## src/design/bimms_pkg.sv

```systemverilog
// Shared constants and types for the boot information memory-map summer.
package bimms_pkg;

    localparam int MAX_TAGS    = 64;
    localparam int MAX_ENTRIES = 32;

    localparam int TAG_CNT_W   = $clog2(MAX_TAGS + 1);
    localparam int ENTRY_CNT_W = $clog2(MAX_ENTRIES + 1);

    localparam logic [63:0] FALLBACK_RESET = 64'd134217728;   // 128 MiB

    localparam logic [31:0] MIN_TOTAL     = 32'd16;
    localparam logic [31:0] FIRST_TAG     = 32'd8;
    localparam logic [31:0] TAG_HDR_BYTES = 32'd8;
    localparam logic [31:0] MAP_HDR_BYTES = 32'd16;
    localparam logic [31:0] MIN_ENTRY     = 32'd24;
    localparam logic [31:0] MAP_TAG_TYPE  = 32'd6;
    localparam logic [31:0] USABLE_TYPE   = 32'd1;

    // walk phases
    localparam logic [2:0] PH_TOTAL = 3'd0;
    localparam logic [2:0] PH_TYPE  = 3'd1;
    localparam logic [2:0] PH_SIZE  = 3'd2;
    localparam logic [2:0] PH_ESIZE = 3'd3;
    localparam logic [2:0] PH_ENTRY = 3'd4;
    localparam logic [2:0] PH_DONE  = 3'd5;

    typedef struct packed {
        logic [63:0] sum;
        logic        unfinished;
    } walk_status_t;

endpackage

```

## src/design/bimms_ifs.sv

```systemverilog
// Stream interfaces for the info words in and the results out.
interface bimms_info_if;
    logic        valid;
    logic        ready;
    logic [31:0] info_word;
    logic        last_word;

    modport source (output valid, output info_word, output last_word, input ready);
    modport sink   (input valid, input info_word, input last_word, output ready);
endinterface

interface bimms_result_if;
    logic        valid;
    logic        ready;
    logic [63:0] memory_bytes;
    logic        used_fallback;
    logic        walk_unfinished;

    modport source (output valid, output memory_bytes, output used_fallback,
                    output walk_unfinished, input ready);
    modport sink   (input valid, input memory_bytes, input used_fallback,
                    input walk_unfinished, output ready);
endinterface

```

## src/design/bimms_walk.sv

```systemverilog
// Tag walker and usable-length accumulator, one word per step.
module bimms_walk (
    input  logic                  clk,
    input  logic                  rst_n,
    input  logic                  step,
    input  logic [31:0]           word,
    input  logic                  last,
    output bimms_pkg::walk_status_t status
);
    import bimms_pkg::*;

    logic [31:0]            pos_reg,         pos_next;
    logic [31:0]            total_reg,       total_next;
    logic [31:0]            tag_start_reg,   tag_start_next;
    logic [31:0]            tag_bytes_reg,   tag_bytes_next;
    logic [TAG_CNT_W-1:0]   tags_reg,        tags_next;
    logic [31:0]            entry_bytes_reg, entry_bytes_next;
    logic [31:0]            entry_start_reg, entry_start_next;
    logic [ENTRY_CNT_W-1:0] entries_reg,     entries_next;
    logic [31:0]            len_lo_reg,      len_lo_next;
    logic [31:0]            len_hi_reg,      len_hi_next;
    logic [63:0]            sum_reg,         sum_next;
    logic [2:0]             phase_reg,       phase_next;
    logic                   is_map_reg,      is_map_next;

    logic [33:0]            round_size;
    logic [33:0]            bt_off;
    logic [31:0]            total_eff;
    logic                   bt_ok;
    logic [33:0]            tag_end;
    logic [33:0]            next_entry_end;
    logic [ENTRY_CNT_W:0]   entries_inc;

    always_comb
    begin
        round_size     = ({2'b00, word} + 34'd7) & ~34'd7;
        total_eff      = (phase_reg == PH_TOTAL) ? word : total_reg;
        bt_off         = (phase_reg == PH_TOTAL) ? {2'b00, FIRST_TAG}
                                                 : {2'b00, tag_start_reg} + round_size;
        // next tag header must fit and the tag budget must not be spent
        bt_ok          = (bt_off + {2'b00, TAG_HDR_BYTES} <= {2'b00, total_eff})
                         && (tags_reg < TAG_CNT_W'(MAX_TAGS));
        tag_end        = {2'b00, tag_start_reg} + {2'b00, tag_bytes_reg};
        // end of the next entry: another whole entry must still fit
        next_entry_end = {2'b00, entry_start_reg} + {2'b00, entry_bytes_reg}
                         + {2'b00, entry_bytes_reg};
        entries_inc    = {1'b0, entries_reg} + 1'b1;
    end

    always_comb
    begin
        pos_next         = pos_reg + 32'd4;
        total_next       = total_reg;
        tag_start_next   = tag_start_reg;
        tag_bytes_next   = tag_bytes_reg;
        tags_next        = tags_reg;
        entry_bytes_next = entry_bytes_reg;
        entry_start_next = entry_start_reg;
        entries_next     = entries_reg;
        len_lo_next      = len_lo_reg;
        len_hi_next      = len_hi_reg;
        sum_next         = sum_reg;
        phase_next       = phase_reg;
        is_map_next      = is_map_reg;

        case (phase_reg)
            PH_TOTAL:
            begin
                total_next = word;
                if (word < MIN_TOTAL || word[2:0] != 3'd0)
                begin
                    phase_next = PH_DONE;
                end
                else if (bt_ok)
                begin
                    tag_start_next = bt_off[31:0];
                    tags_next      = tags_reg + 1'b1;
                    phase_next     = PH_TYPE;
                end
                else
                begin
                    phase_next = PH_DONE;
                end
            end
            PH_TYPE:
            begin
                if (pos_reg == tag_start_reg)
                begin
                    is_map_next = (word == MAP_TAG_TYPE);
                    phase_next  = PH_SIZE;
                end
            end
            PH_SIZE:
            begin
                if (pos_reg == tag_start_reg + 32'd4)
                begin
                    if (word < TAG_HDR_BYTES
                        || {2'b00, tag_start_reg} + {2'b00, word} > {2'b00, total_reg})
                    begin
                        phase_next = PH_DONE;
                    end
                    else
                    begin
                        tag_bytes_next = word;
                        if (is_map_reg && word >= MAP_HDR_BYTES)
                        begin
                            phase_next = PH_ESIZE;
                        end
                        else if (bt_ok)
                        begin
                            tag_start_next = bt_off[31:0];
                            tags_next      = tags_reg + 1'b1;
                            phase_next     = PH_TYPE;
                        end
                        else
                        begin
                            phase_next = PH_DONE;
                        end
                    end
                end
            end
            PH_ESIZE:
            begin
                if (pos_reg == tag_start_reg + 32'd8)
                begin
                    if (word >= MIN_ENTRY && word <= tag_bytes_reg && word[1:0] == 2'd0)
                    begin
                        entry_bytes_next = word;
                        entries_next     = '0;
                        entry_start_next = tag_start_reg + MAP_HDR_BYTES;
                        // no whole entry fits behind the map header
                        if ({2'b00, MAP_HDR_BYTES} + {2'b00, word} > {2'b00, tag_bytes_reg})
                            phase_next = PH_DONE;
                        else
                            phase_next = PH_ENTRY;
                    end
                    else
                    begin
                        phase_next = PH_DONE;
                    end
                end
            end
            PH_ENTRY:
            begin
                if (pos_reg == entry_start_reg + 32'd8)
                begin
                    len_lo_next = word;
                end
                else if (pos_reg == entry_start_reg + 32'd12)
                begin
                    len_hi_next = word;
                end
                else if (pos_reg == entry_start_reg + 32'd16)
                begin
                    if (word == USABLE_TYPE)
                        sum_next = sum_reg + {len_hi_reg, len_lo_reg};
                    entries_next = entries_inc[ENTRY_CNT_W-1:0];
                    if (entries_inc >= (ENTRY_CNT_W + 1)'(MAX_ENTRIES)
                        || next_entry_end > tag_end)
                        phase_next = PH_DONE;
                    else
                        entry_start_next = entry_start_reg + entry_bytes_reg;
                end
            end
            default:
            begin
                phase_next = PH_DONE;
            end
        endcase
    end

    assign status.sum        = sum_next;
    assign status.unfinished = (phase_next != PH_DONE);

    always_ff @(posedge clk or negedge rst_n)
    begin
        if (!rst_n)
        begin
            pos_reg         <= '0;
            total_reg       <= '0;
            tag_start_reg   <= FIRST_TAG;
            tag_bytes_reg   <= '0;
            tags_reg        <= '0;
            entry_bytes_reg <= '0;
            entry_start_reg <= '0;
            entries_reg     <= '0;
            len_lo_reg      <= '0;
            len_hi_reg      <= '0;
            sum_reg         <= '0;
            phase_reg       <= PH_TOTAL;
            is_map_reg      <= 1'b0;
        end
        else if (step && last)
        begin
            // a result ends the structure; next word is word 0 of a new one
            pos_reg         <= '0;
            total_reg       <= '0;
            tag_start_reg   <= FIRST_TAG;
            tag_bytes_reg   <= '0;
            tags_reg        <= '0;
            entry_bytes_reg <= '0;
            entry_start_reg <= '0;
            entries_reg     <= '0;
            len_lo_reg      <= '0;
            len_hi_reg      <= '0;
            sum_reg         <= '0;
            phase_reg       <= PH_TOTAL;
            is_map_reg      <= 1'b0;
        end
        else if (step)
        begin
            pos_reg         <= pos_next;
            total_reg       <= total_next;
            tag_start_reg   <= tag_start_next;
            tag_bytes_reg   <= tag_bytes_next;
            tags_reg        <= tags_next;
            entry_bytes_reg <= entry_bytes_next;
            entry_start_reg <= entry_start_next;
            entries_reg     <= entries_next;
            len_lo_reg      <= len_lo_next;
            len_hi_reg      <= len_hi_next;
            sum_reg         <= sum_next;
            phase_reg       <= phase_next;
            is_map_reg      <= is_map_next;
        end
    end

endmodule

```

## src/design/boot_info_memory_map_summer.sv

```systemverilog
// Boot information memory-map summer: takes one 32-bit info word per cycle and
// walks the tag list as words arrive, summing the lengths of usable entries of
// the first valid memory-map tag. A word is taken every cycle unless a last
// word is held; each word passes an input register and is folded into the walk
// state as it leaves it, and on the marked last word the result also lands in
// the output register. Words keep flowing while a result waits; only a second
// last word stalls behind an untaken result. cfg_data written with cfg_write
// sets the fallback size.
module boot_info_memory_map_summer (
    input  logic                   clk,
    input  logic                   rst_n,
    bimms_info_if.sink             info,
    bimms_result_if.source         result,
    input  logic                   cfg_write,
    input  logic [63:0]            cfg_data
);
    import bimms_pkg::*;

    logic        in_vld_reg;
    logic [31:0] in_word_reg;
    logic        in_last_reg;
    logic        out_vld_reg;
    logic [63:0] out_bytes_reg;
    logic        out_fallback_reg;
    logic        out_unfinished_reg;
    logic [63:0] fallback_reg;

    logic         out_free;
    logic         proceed;
    walk_status_t status;

    assign out_free   = !out_vld_reg || result.ready;
    assign proceed    = in_vld_reg && (!in_last_reg || out_free);
    assign info.ready = !in_vld_reg || proceed;

    bimms_walk u_walk (
        .clk    (clk),
        .rst_n  (rst_n),
        .step   (proceed),
        .word   (in_word_reg),
        .last   (in_last_reg),
        .status (status)
    );

    always_ff @(posedge clk or negedge rst_n)
    begin
        if (!rst_n)
        begin
            in_vld_reg   <= 1'b0;
            out_vld_reg  <= 1'b0;
            fallback_reg <= FALLBACK_RESET;
        end
        else
        begin
            if (info.ready)
                in_vld_reg <= info.valid;
            if (proceed && in_last_reg)
                out_vld_reg <= 1'b1;
            else if (result.ready)
                out_vld_reg <= 1'b0;
            if (cfg_write)
                fallback_reg <= cfg_data;
        end
    end

    always_ff @(posedge clk)
    begin
        if (info.ready && info.valid)
        begin
            in_word_reg <= info.info_word;
            in_last_reg <= info.last_word;
        end
        if (proceed && in_last_reg)
        begin
            out_bytes_reg      <= (status.sum != 64'd0) ? status.sum : fallback_reg;
            out_fallback_reg   <= (status.sum == 64'd0);
            out_unfinished_reg <= status.unfinished;
        end
    end

    assign result.valid           = out_vld_reg;
    assign result.memory_bytes    = out_bytes_reg;
    assign result.used_fallback   = out_fallback_reg;
    assign result.walk_unfinished = out_unfinished_reg;

endmodule

```

## src/flat_wrapper.sv

```systemverilog
// flat-port wrapper written by rule: the top's interface ports become plain ports
module boot_info_memory_map_summer_flat import bimms_pkg::*;
  (clk, rst_n, cfg_write, cfg_data, info_valid, info_info_word, info_last_word, info_ready, result_valid, result_memory_bytes, result_used_fallback, result_walk_unfinished, result_ready);
  bimms_info_if info_i ();
  bimms_result_if result_i ();
  input  logic clk;
  input  logic rst_n;
  input  logic cfg_write;
  input  logic [63:0] cfg_data;
  input wire logic [$bits(info_i.valid)-1:0] info_valid;
  input wire logic [$bits(info_i.info_word)-1:0] info_info_word;
  input wire logic [$bits(info_i.last_word)-1:0] info_last_word;
  output wire logic [$bits(info_i.ready)-1:0] info_ready;
  output wire logic [$bits(result_i.valid)-1:0] result_valid;
  output wire logic [$bits(result_i.memory_bytes)-1:0] result_memory_bytes;
  output wire logic [$bits(result_i.used_fallback)-1:0] result_used_fallback;
  output wire logic [$bits(result_i.walk_unfinished)-1:0] result_walk_unfinished;
  input wire logic [$bits(result_i.ready)-1:0] result_ready;
  assign info_i.valid = info_valid;
  assign info_i.info_word = info_info_word;
  assign info_i.last_word = info_last_word;
  assign info_ready = info_i.ready;
  assign result_valid = result_i.valid;
  assign result_memory_bytes = result_i.memory_bytes;
  assign result_used_fallback = result_i.used_fallback;
  assign result_walk_unfinished = result_i.walk_unfinished;
  assign result_i.ready = result_ready;
  boot_info_memory_map_summer u_core (.clk(clk), .rst_n(rst_n), .info(info_i), .result(result_i), .cfg_write(cfg_write), .cfg_data(cfg_data));
endmodule
```

## config.mk

```make
export PLATFORM = sky130hd
export DESIGN_NAME = boot_info_memory_map_summer_flat
export DESIGN_NICKNAME = d
export VERILOG_FILES = /design/src/design/bimms_pkg.sv /design/src/design/bimms_ifs.sv /design/src/design/bimms_walk.sv /design/src/design/boot_info_memory_map_summer.sv /design/src/flat_wrapper.sv
export SDC_FILE = /design/constraint.sdc
export NUM_CORES = 2
export LEC_CHECK = 0
export ABC_AREA = 1
export BUFFER_PORTS_ARGS = -buffer_cell sky130_fd_sc_hd__buf_2
export CORE_ASPECT_RATIO = 1.2
export CORE_MARGIN = 2
export CORE_UTILIZATION = 50
export CTS_BUF_LIST = sky130_fd_sc_hd__clkbuf_4
export DETAILED_ROUTE_END_ITERATION = 8
export PLACE_DENSITY = 0.75
export SLEW_MARGIN = 20
export SYNTH_ARGS = -nofsm -noshare
export SYNTH_HDL_FRONTEND = slang
export SYNTH_SLANG_ARGS = --single-unit
```

## constraint.sdc

```tcl
create_clock -name clk -period 6.5 [get_ports clk]
set_input_delay 0.325 -clock clk [delete_from_list [all_inputs] [get_ports clk]]
set_output_delay 0.325 -clock clk [all_outputs]
set_load 0.02 [all_outputs]
```

# [Word-level counts from Yosys, hierarchy flattened]
# Cells that the tools add are included.
[totals] reg_bits=502 input_bits=102
[classes] addsub=19 n_lt_le_gt_ge=11 eq_ne=25 muxes=88 reduce_logical=43
[op_table] op="32-bit 2-to-1 mux" n=39
[op_table] op="64-bit 2-to-1 mux" n=8
[op_table] op="32-bit == test" n=6
[op_table] op="32-bit one-hot mux with 2 select lines" n=2
[op_table] op="32-bit by 32-bit adder with 33-bit output" n=3
[op_table] op="32-bit by 4-bit adder with 32-bit output, second input constant" n=3
[op_table] op="33-bit by 32-bit greater-than comparator with 1-bit output" n=2
[op_table] op="32-bit by 3-bit adder with 32-bit output, second input constant" n=2
[op_table] op="32-bit by 5-bit adder with 32-bit output, second input constant" n=2
[op_table] op="64-bit adder" n=1
[op_table] op="32-bit by 5-bit >= comparator with 1-bit output, second input constant" n=2
[op_table] op="64-bit logical NOT" n=1
[op_table] op="64-bit nonzero test" n=1
[op_table] op="7-bit 2-to-1 mux" n=7
[op_table] op="3-bit 2-to-1 mux" n=14
[op_table] op="6-bit 2-to-1 mux" n=7
[op_table] op="32-bit by 34-bit adder with 34-bit output" n=1
[op_table] op="33-bit by 32-bit adder with 34-bit output" n=1
[op_table] op="34-bit by 4-bit adder with 34-bit output, second input constant" n=1
[op_table] op="34-bit by 33-bit greater-than comparator with 1-bit output" n=1
[op_table] op="34-bit by 32-bit less-or-equal comparator with 1-bit output" n=1
[op_table] op="34-bit 2-to-1 mux" n=1
[op_table] op="32-bit by 3-bit adder with 33-bit output, second input constant" n=1
[op_table] op="5-bit by 32-bit adder with 33-bit output, first input constant" n=1
[op_table] op="other kinds (32)" n=78

# [Longest topological paths before layout]
[logic_depth] ltp_word=13 depth_mapped=45 depth_no_buf=44

# [Modules after synthesis]
# Synthesis repeated with hierarchy kept, for this count alone.
[unflattened] hier_cells=7226 hier_area_um2=48452.7
[by_module_without_submodules] module="bimms_walk" n_inst=1 cells_per_inst=6713 area_per_inst_um2=41866.4 seq_area_each_um2=8384.3
[by_module_without_submodules] module="boot_info_memory_map_summer" n_inst=1 cells_per_inst=513 area_per_inst_um2=6586.3 seq_area_each_um2=4625.7

# [Least setup slack after synthesis]
# Ideal clock, no wire load.
[synth_timing] path_type="reg2reg" start="register u_core.in_word_reg[1]" end="register u_core.u_walk.tag_start_reg[24]" setup_ns=0.118 arrival_ns=5.532 t_required_ns=6.382 path_slack_ns=0.850 stages_incl_launch_ff=41 path_buffers=3 period_less_slack_ns=5.650 cell_sequence="edfxtp_1 -> nor2_1 -> nand2_1 -> inv_1 -> nor2_1 -> inv_1 -> clkbuf_1 -> nand2_1 -> inv_1 -> ha_1 -> fa_1 -> inv_1 -> nor2_1 -> ha_1 -> nand2_1 -> nor2_1 -> nand2_1 -> nor2_1 -> [5 not listed] -> nor3_1 -> xor2_1 -> ha_1 -> a21oi_1 -> nor2_1 -> a2111oi_0 -> nand2_1 -> nand2_1 -> nand2_1 -> nand2_1 -> nand2_1 -> a21oi_1 -> nand3_1 -> nand3b_1 -> buf_4 -> buf_2 -> nand3_1 -> nand2_1"
[synth_via] elab_chain_cells=13 word_cells_on_any_way=28 cone_classes="4 x add/sub; 5 x order compare; 3 x eq/ne; 10 x mux; 6 x reduce/logical"
[synth_lines] element="start, declared" line_no="boot_info_memory_map_summer.sv:20" rtl="logic [31:0] in_word_reg;"
[synth_lines] element="start signal, assigned" line_no="boot_info_memory_map_summer.sv:70" rtl="in_word_reg <= info.info_word;"
[synth_lines] element="32-bit by 3-bit adder with 33-bit output" line_no="bimms_walk.sv:36" rtl="round_size = ({2'b00, word} + 34'd7) & ~34'd7;"
[synth_lines] element="32-bit by 34-bit adder with 34-bit output" line_no="bimms_walk.sv:39" rtl=": {2'b00, tag_start_reg} + round_size;"
[synth_lines] element="34-bit 2-to-1 mux" line_no="bimms_walk.sv:38" rtl="bt_off = (phase_reg == PH_TOTAL) ? {2'b00, FIRST_TAG}"
[synth_lines] element="34-bit by 4-bit adder with 34-bit output" line_no="bimms_walk.sv:41" rtl="bt_ok = (bt_off + {2'b00, TAG_HDR_BYTES} <= {2'b00, total_eff})"
[synth_lines] element="34-bit by 32-bit less-or-equal comparator with 1-bit output" line_no="bimms_walk.sv:41"
[synth_lines] element="1-bit logical AND" line_no="bimms_walk.sv:42" rtl="&& (tags_reg < TAG_CNT_W'(MAX_TAGS));"
[synth_lines] element="32-bit 2-to-1 mux" line_no="bimms_walk.sv:74, bimms_walk.sv:109"
[synth_lines] element="32-bit 2-to-1 mux" line_no="bimms_walk.sv:105" rtl="if (is_map_reg && word >= MAP_HDR_BYTES)"
[synth_lines] element="32-bit 2-to-1 mux" line_no="bimms_walk.sv:97" rtl="if (word < TAG_HDR_BYTES"
[synth_lines] element="32-bit 2-to-1 mux" line_no="bimms_walk.sv:95" rtl="if (pos_reg == tag_start_reg + 32'd4)"
[synth_lines] element="32-bit one-hot mux with 2 select lines" line_no="bimms_walk.sv:66" rtl="case (phase_reg)"
[synth_lines] element="32-bit 2-to-1 mux" line_no="bimms_walk.sv:210" rtl="else if (step)"
[synth_lines] element="32-bit 2-to-1 mux" line_no="bimms_walk.sv:193" rtl="else if (step && last)"
[synth_lines] element="end signal, assigned" line_no="bimms_walk.sv:214" rtl="tag_start_reg <= tag_start_next;"
[synth_lines] element="end, declared" line_no="bimms_walk.sv:14" rtl="logic [31:0] tag_start_reg, tag_start_next;"
# Parallel ways exist; a longest one is shown, timed or not. The select of a mux whose other input is x is not followed.
# A chain may end at the register's enable or synchronous reset.

# [Worst setup path in the final report]
[layout_timing] start="register u_core.in_word_reg[26]" end="register u_core.out_bytes_reg[7], in the netlist u_core.result.memory_bytes[7] (data pin)"
[layout_via] elab_chain_cells=8
[layout_lines] element="32-bit by 1-bit == test with 1-bit output *" line_no="bimms_walk.sv:155" rtl="if (word == USABLE_TYPE)"
[layout_lines] element="64-bit 2-to-1 mux *" line_no="bimms_walk.sv:155"
[layout_lines] element="64-bit 2-to-1 mux *" line_no="bimms_walk.sv:153" rtl="else if (pos_reg == entry_start_reg + 32'd16)"
[layout_lines] element="64-bit 2-to-1 mux *" line_no="bimms_walk.sv:149" rtl="else if (pos_reg == entry_start_reg + 32'd12)"
[layout_lines] element="64-bit 2-to-1 mux *" line_no="bimms_walk.sv:145" rtl="if (pos_reg == entry_start_reg + 32'd8)"
[layout_lines] element="64-bit 2-to-1 mux *" line_no="bimms_walk.sv:66"
[layout_lines] element="64-bit nonzero test" line_no="boot_info_memory_map_summer.sv:75" rtl="out_bytes_reg <= (status.sum != 64'd0) ? status.sum : fallback_reg;"
[layout_lines] element="64-bit 2-to-1 mux *" line_no="boot_info_memory_map_summer.sv:75"
[layout_lines] element="end signal, assigned" line_no="boot_info_memory_map_summer.sv:75"
[layout_lines] element="end, declared" line_no="boot_info_memory_map_summer.sv:23" rtl="logic [63:0] out_bytes_reg;"
# Every way passes the cells marked *; elsewhere a longest branch is shown, timed or not.

==> metrics.txt <==
Synth area leader=dfrtp_1; CTS root buffer=clkbuf_4; Setup crit end kind=register; fillers=9065; GRT Util Overall=roughly two fifths; share of async-settable or async-resettable flops after synthesis=80.2%; Final setup viols=0; Worst setup SP type=register; Sink Count=500; met2 WL=90000 um; total die area=95500 um^2; CTS tree=done; cts bufs inserted=138; antenna violations before repair=8; H-tree depth=4; final wirelength=approximately 190000 um; M1 WL=~70000 um; Synth top area share=21.5%; Clock Pin Slew Worst Setup and Hold Paths=around 0.07 ns; max_cap viols=0; vias=between 50000 and 60000; layout cells sized above 1=9.92%; Seq. cell area=13000 um^2; synth top area cells=dfrtp_1 (21%), nand2_1 (16%), ha_1 (11%), edfxtp_1 (6.4%), inv_1 (6.3%); Synth cell types=63; Setup CP Type=register to register; fin. max-slew vios=0; Fmax=162 MHz; Final ANT Viol Nets=0; Synth Register Bits=500; Chip Width=282 um; later-pin clock latency in the skew report=~1.1 ns; fin crit share=approximately 95%; clock skew=0.0944 ns; Synth-to-Final Area Change=14.6%; status=completed; Seq/Total Area, Yosys=28.0%; Syn Nets=about 7400; relative slew slack=between 10% and 20%; CP max FO=65; drt drc=0; Chip Height=~340 um; DRT Pass-1 Iters=6; DR WL met3=14900 um; Post-DP Area=49200 um^2; Avg Inst Size Synth=6.76 um^2; largest net degree at the start of global routing=128; GP Congestion=1.06; EDFF count, synth=99; port buffer count=169; Site Rows=between 100 and 150; I/O pin total=170; footprint of the multi-input gates=about 30000 um^2; Hold Vio Cnt, Final=0; Synth Flop Type=dfrtp_1; PD cells=358 nW/um^2; Synth Instances=6886; vias per cell=roughly 5.8; synth warn=0; final global-route overflow total=0; total power=approximately 19000 uW; Final Cell Area=53300 um^2; routed len/inst=between 20 and 25 um; Hold Path Class=input pin to register; Nets=7817; vias in the first global route=48000; first-pass GRT wire length=288000 um; Mapped Area=46500 um^2; Initial DRC Count=4566; top sig layer=met5; Least-Margin Pin Slew=1.23 ns; CP Data Arrival Time=7.05 ns; maximum vdd drop=0.251 mV; leakage power total=0.0266 uW; clk buf depth=3; Final HPWL DP=152000 um; Placeable Area=92200 um^2; Initial Utilization=50.5%; critical path required time=7.38 ns; minimum clock period=between 6 and 7 ns
[synthesized netlist by cell type (112+ instances only)]
| cell | instances |
|---|---|
| nor2_1 | 565 |
| a21oi_1 | 383 |
| nor3_1 | 112 |
| dfrtp_1 | 399 |
| ha_1 | 391 |
| o21ai_0 | 470 |
| nand2_1 | 1983 |
| xor2_1 | 255 |
| clkbuf_1 | 131 |
| nand4_1 | 138 |
| inv_1 | 784 |
| nand3_1 | 535 |
[layout make-up]
cell class / count / area share (%)
multi-input combinational: 5389 / 56.2
inverter: 791 / 5.57
clock buffer: 198 / 2.79
timing repair buffer: 498 / 7.29
antenna: 11 / 0.0516
clock inverter: 51 / 0.807
tap: 1240 / 2.91
sequential: 500 / 24.4
[stage by stage]
step | TNS [ns] | std cells | hold slack [ns] | utilization, % | setup WS (ns)
5_1_grt | -0.0967 | 8672 | 0.0305 | 57.8 | -0.0245
3_3_place_gp | 0 | 8229 | 0.442 | 53.4 | 0.240
6_report | 0 | 8678 | 0.0570 | 57.8 | 0.335
2_1_floorplan | 0 | 6886 | 0.0294 | - | 0.850
3_5_place_dp | 0 | 8229 | 0.447 | 53.4 | 0.100
4_1_cts | 0 | 8655 | 0.00163 | 57.4 | 0.0367
[power by group]
group	switching, uW	internal [uW]	leakage [uW]
clock network	1510	1730	0.00112
registers	956	3710	0.00625
logic	7410	3760	0.0192
[timing repair]
item,4_1_cts,5_1_grt
hold buffers,177,0
endpoints found under the setup margin,0,105
resized for setup,0,85
setup buffers,0,11
endpoints found under the hold margin,246,0
[kinds of logic (layout without fill, tap and decap cells)]
kind of cell | after synthesis | count (layout) | share of synthesized area (%)
fa+ha+maj | 397 | 397 | 10.8
compound gates | 1087 | 1087 | 12.9
xor+xnor | 348 | 348 | 6.61
buf+inv | 997 | 1538 | 8.37
simple gates | 3493 | 3493 | 31.8
other cells | 0 | 11 | 0
mux | 64 | 64 | 1.55
flops | 500 | 500 | 28.0
[placed cells by master (no fill, tap or decap), types with 138 or more instances in the layout]
| master | synthesis | final |
|---|---|---|
| ha_1 | 391 | 387 |
| o21ai_0 | 470 | 456 |
| dlygate4sd3_1 | 0 | 176 |
| nand4_1 | 138 | 138 |
| nor2_1 | 565 | 540 |
| a21oi_1 | 383 | 374 |
| inv_1 | 784 | 779 |
| dfrtp_1 | 399 | 396 |
| buf_2 | 33 | 168 |
| xor2_1 | 255 | 248 |
| nand3_1 | 535 | 532 |
| nand2_1 | 1983 | 1976 |
| buf_4 | 9 | 143 |
| clkbuf_4 | 0 | 198 |
[layer usage]
layer | GRT usage (%) | up-vias
li1 | - | 23800
met1 | 45.3 | 23500
met2 | 65.6 | 2321
met3 | 7.39 | 678
met4 | 31.5 | 4
met5 | 0 | -
[worst paths after layout]
kind	from	to	slack [ns]	cells past startpoint
max reg2reg	u_core.in_word_reg[26]	u_core.result.memory_bytes[7]	0.34	21
max	u_core.in_word_reg[26]	u_core.result.memory_bytes[7]	0.34	21
min reg2reg	u_core.u_walk.len_lo_reg[12]	u_core.u_walk.len_lo_reg[12]	0.51	2
max in group asynchronous	rst_n	u_core.u_walk.tag_bytes_reg[29]	5.13	4
min in group asynchronous	rst_n	u_core.u_walk.pos_reg[21]	0.56	4
min	cfg_data[29]	u_core.fallback_reg[29]	0.06	3
[worst max-delay path, stage by stage (launching register included)]
cell	delay, ns
edfxtp_1	0.63
inv_1	0.30
nand4_1	0.21
inv_1	0.10
nand2_1	0.06
nor3_1	0.66
nand3_1	0.40
nor2_1	0.18
nand3_1	0.53
nor2_2	0.63
buf_4	0.40
nand3_1	0.17
nand2_1	0.20
nand2_1	0.08
clkinv_1	0.04
nand2_1	0.04
nor2_1	0.14
nand2_1	0.12
nor2_4	0.08
buf_4	0.57
nand3_1	0.16
nand2_1	0.11
Note: power is estimated with default switching activity, not from simulation.
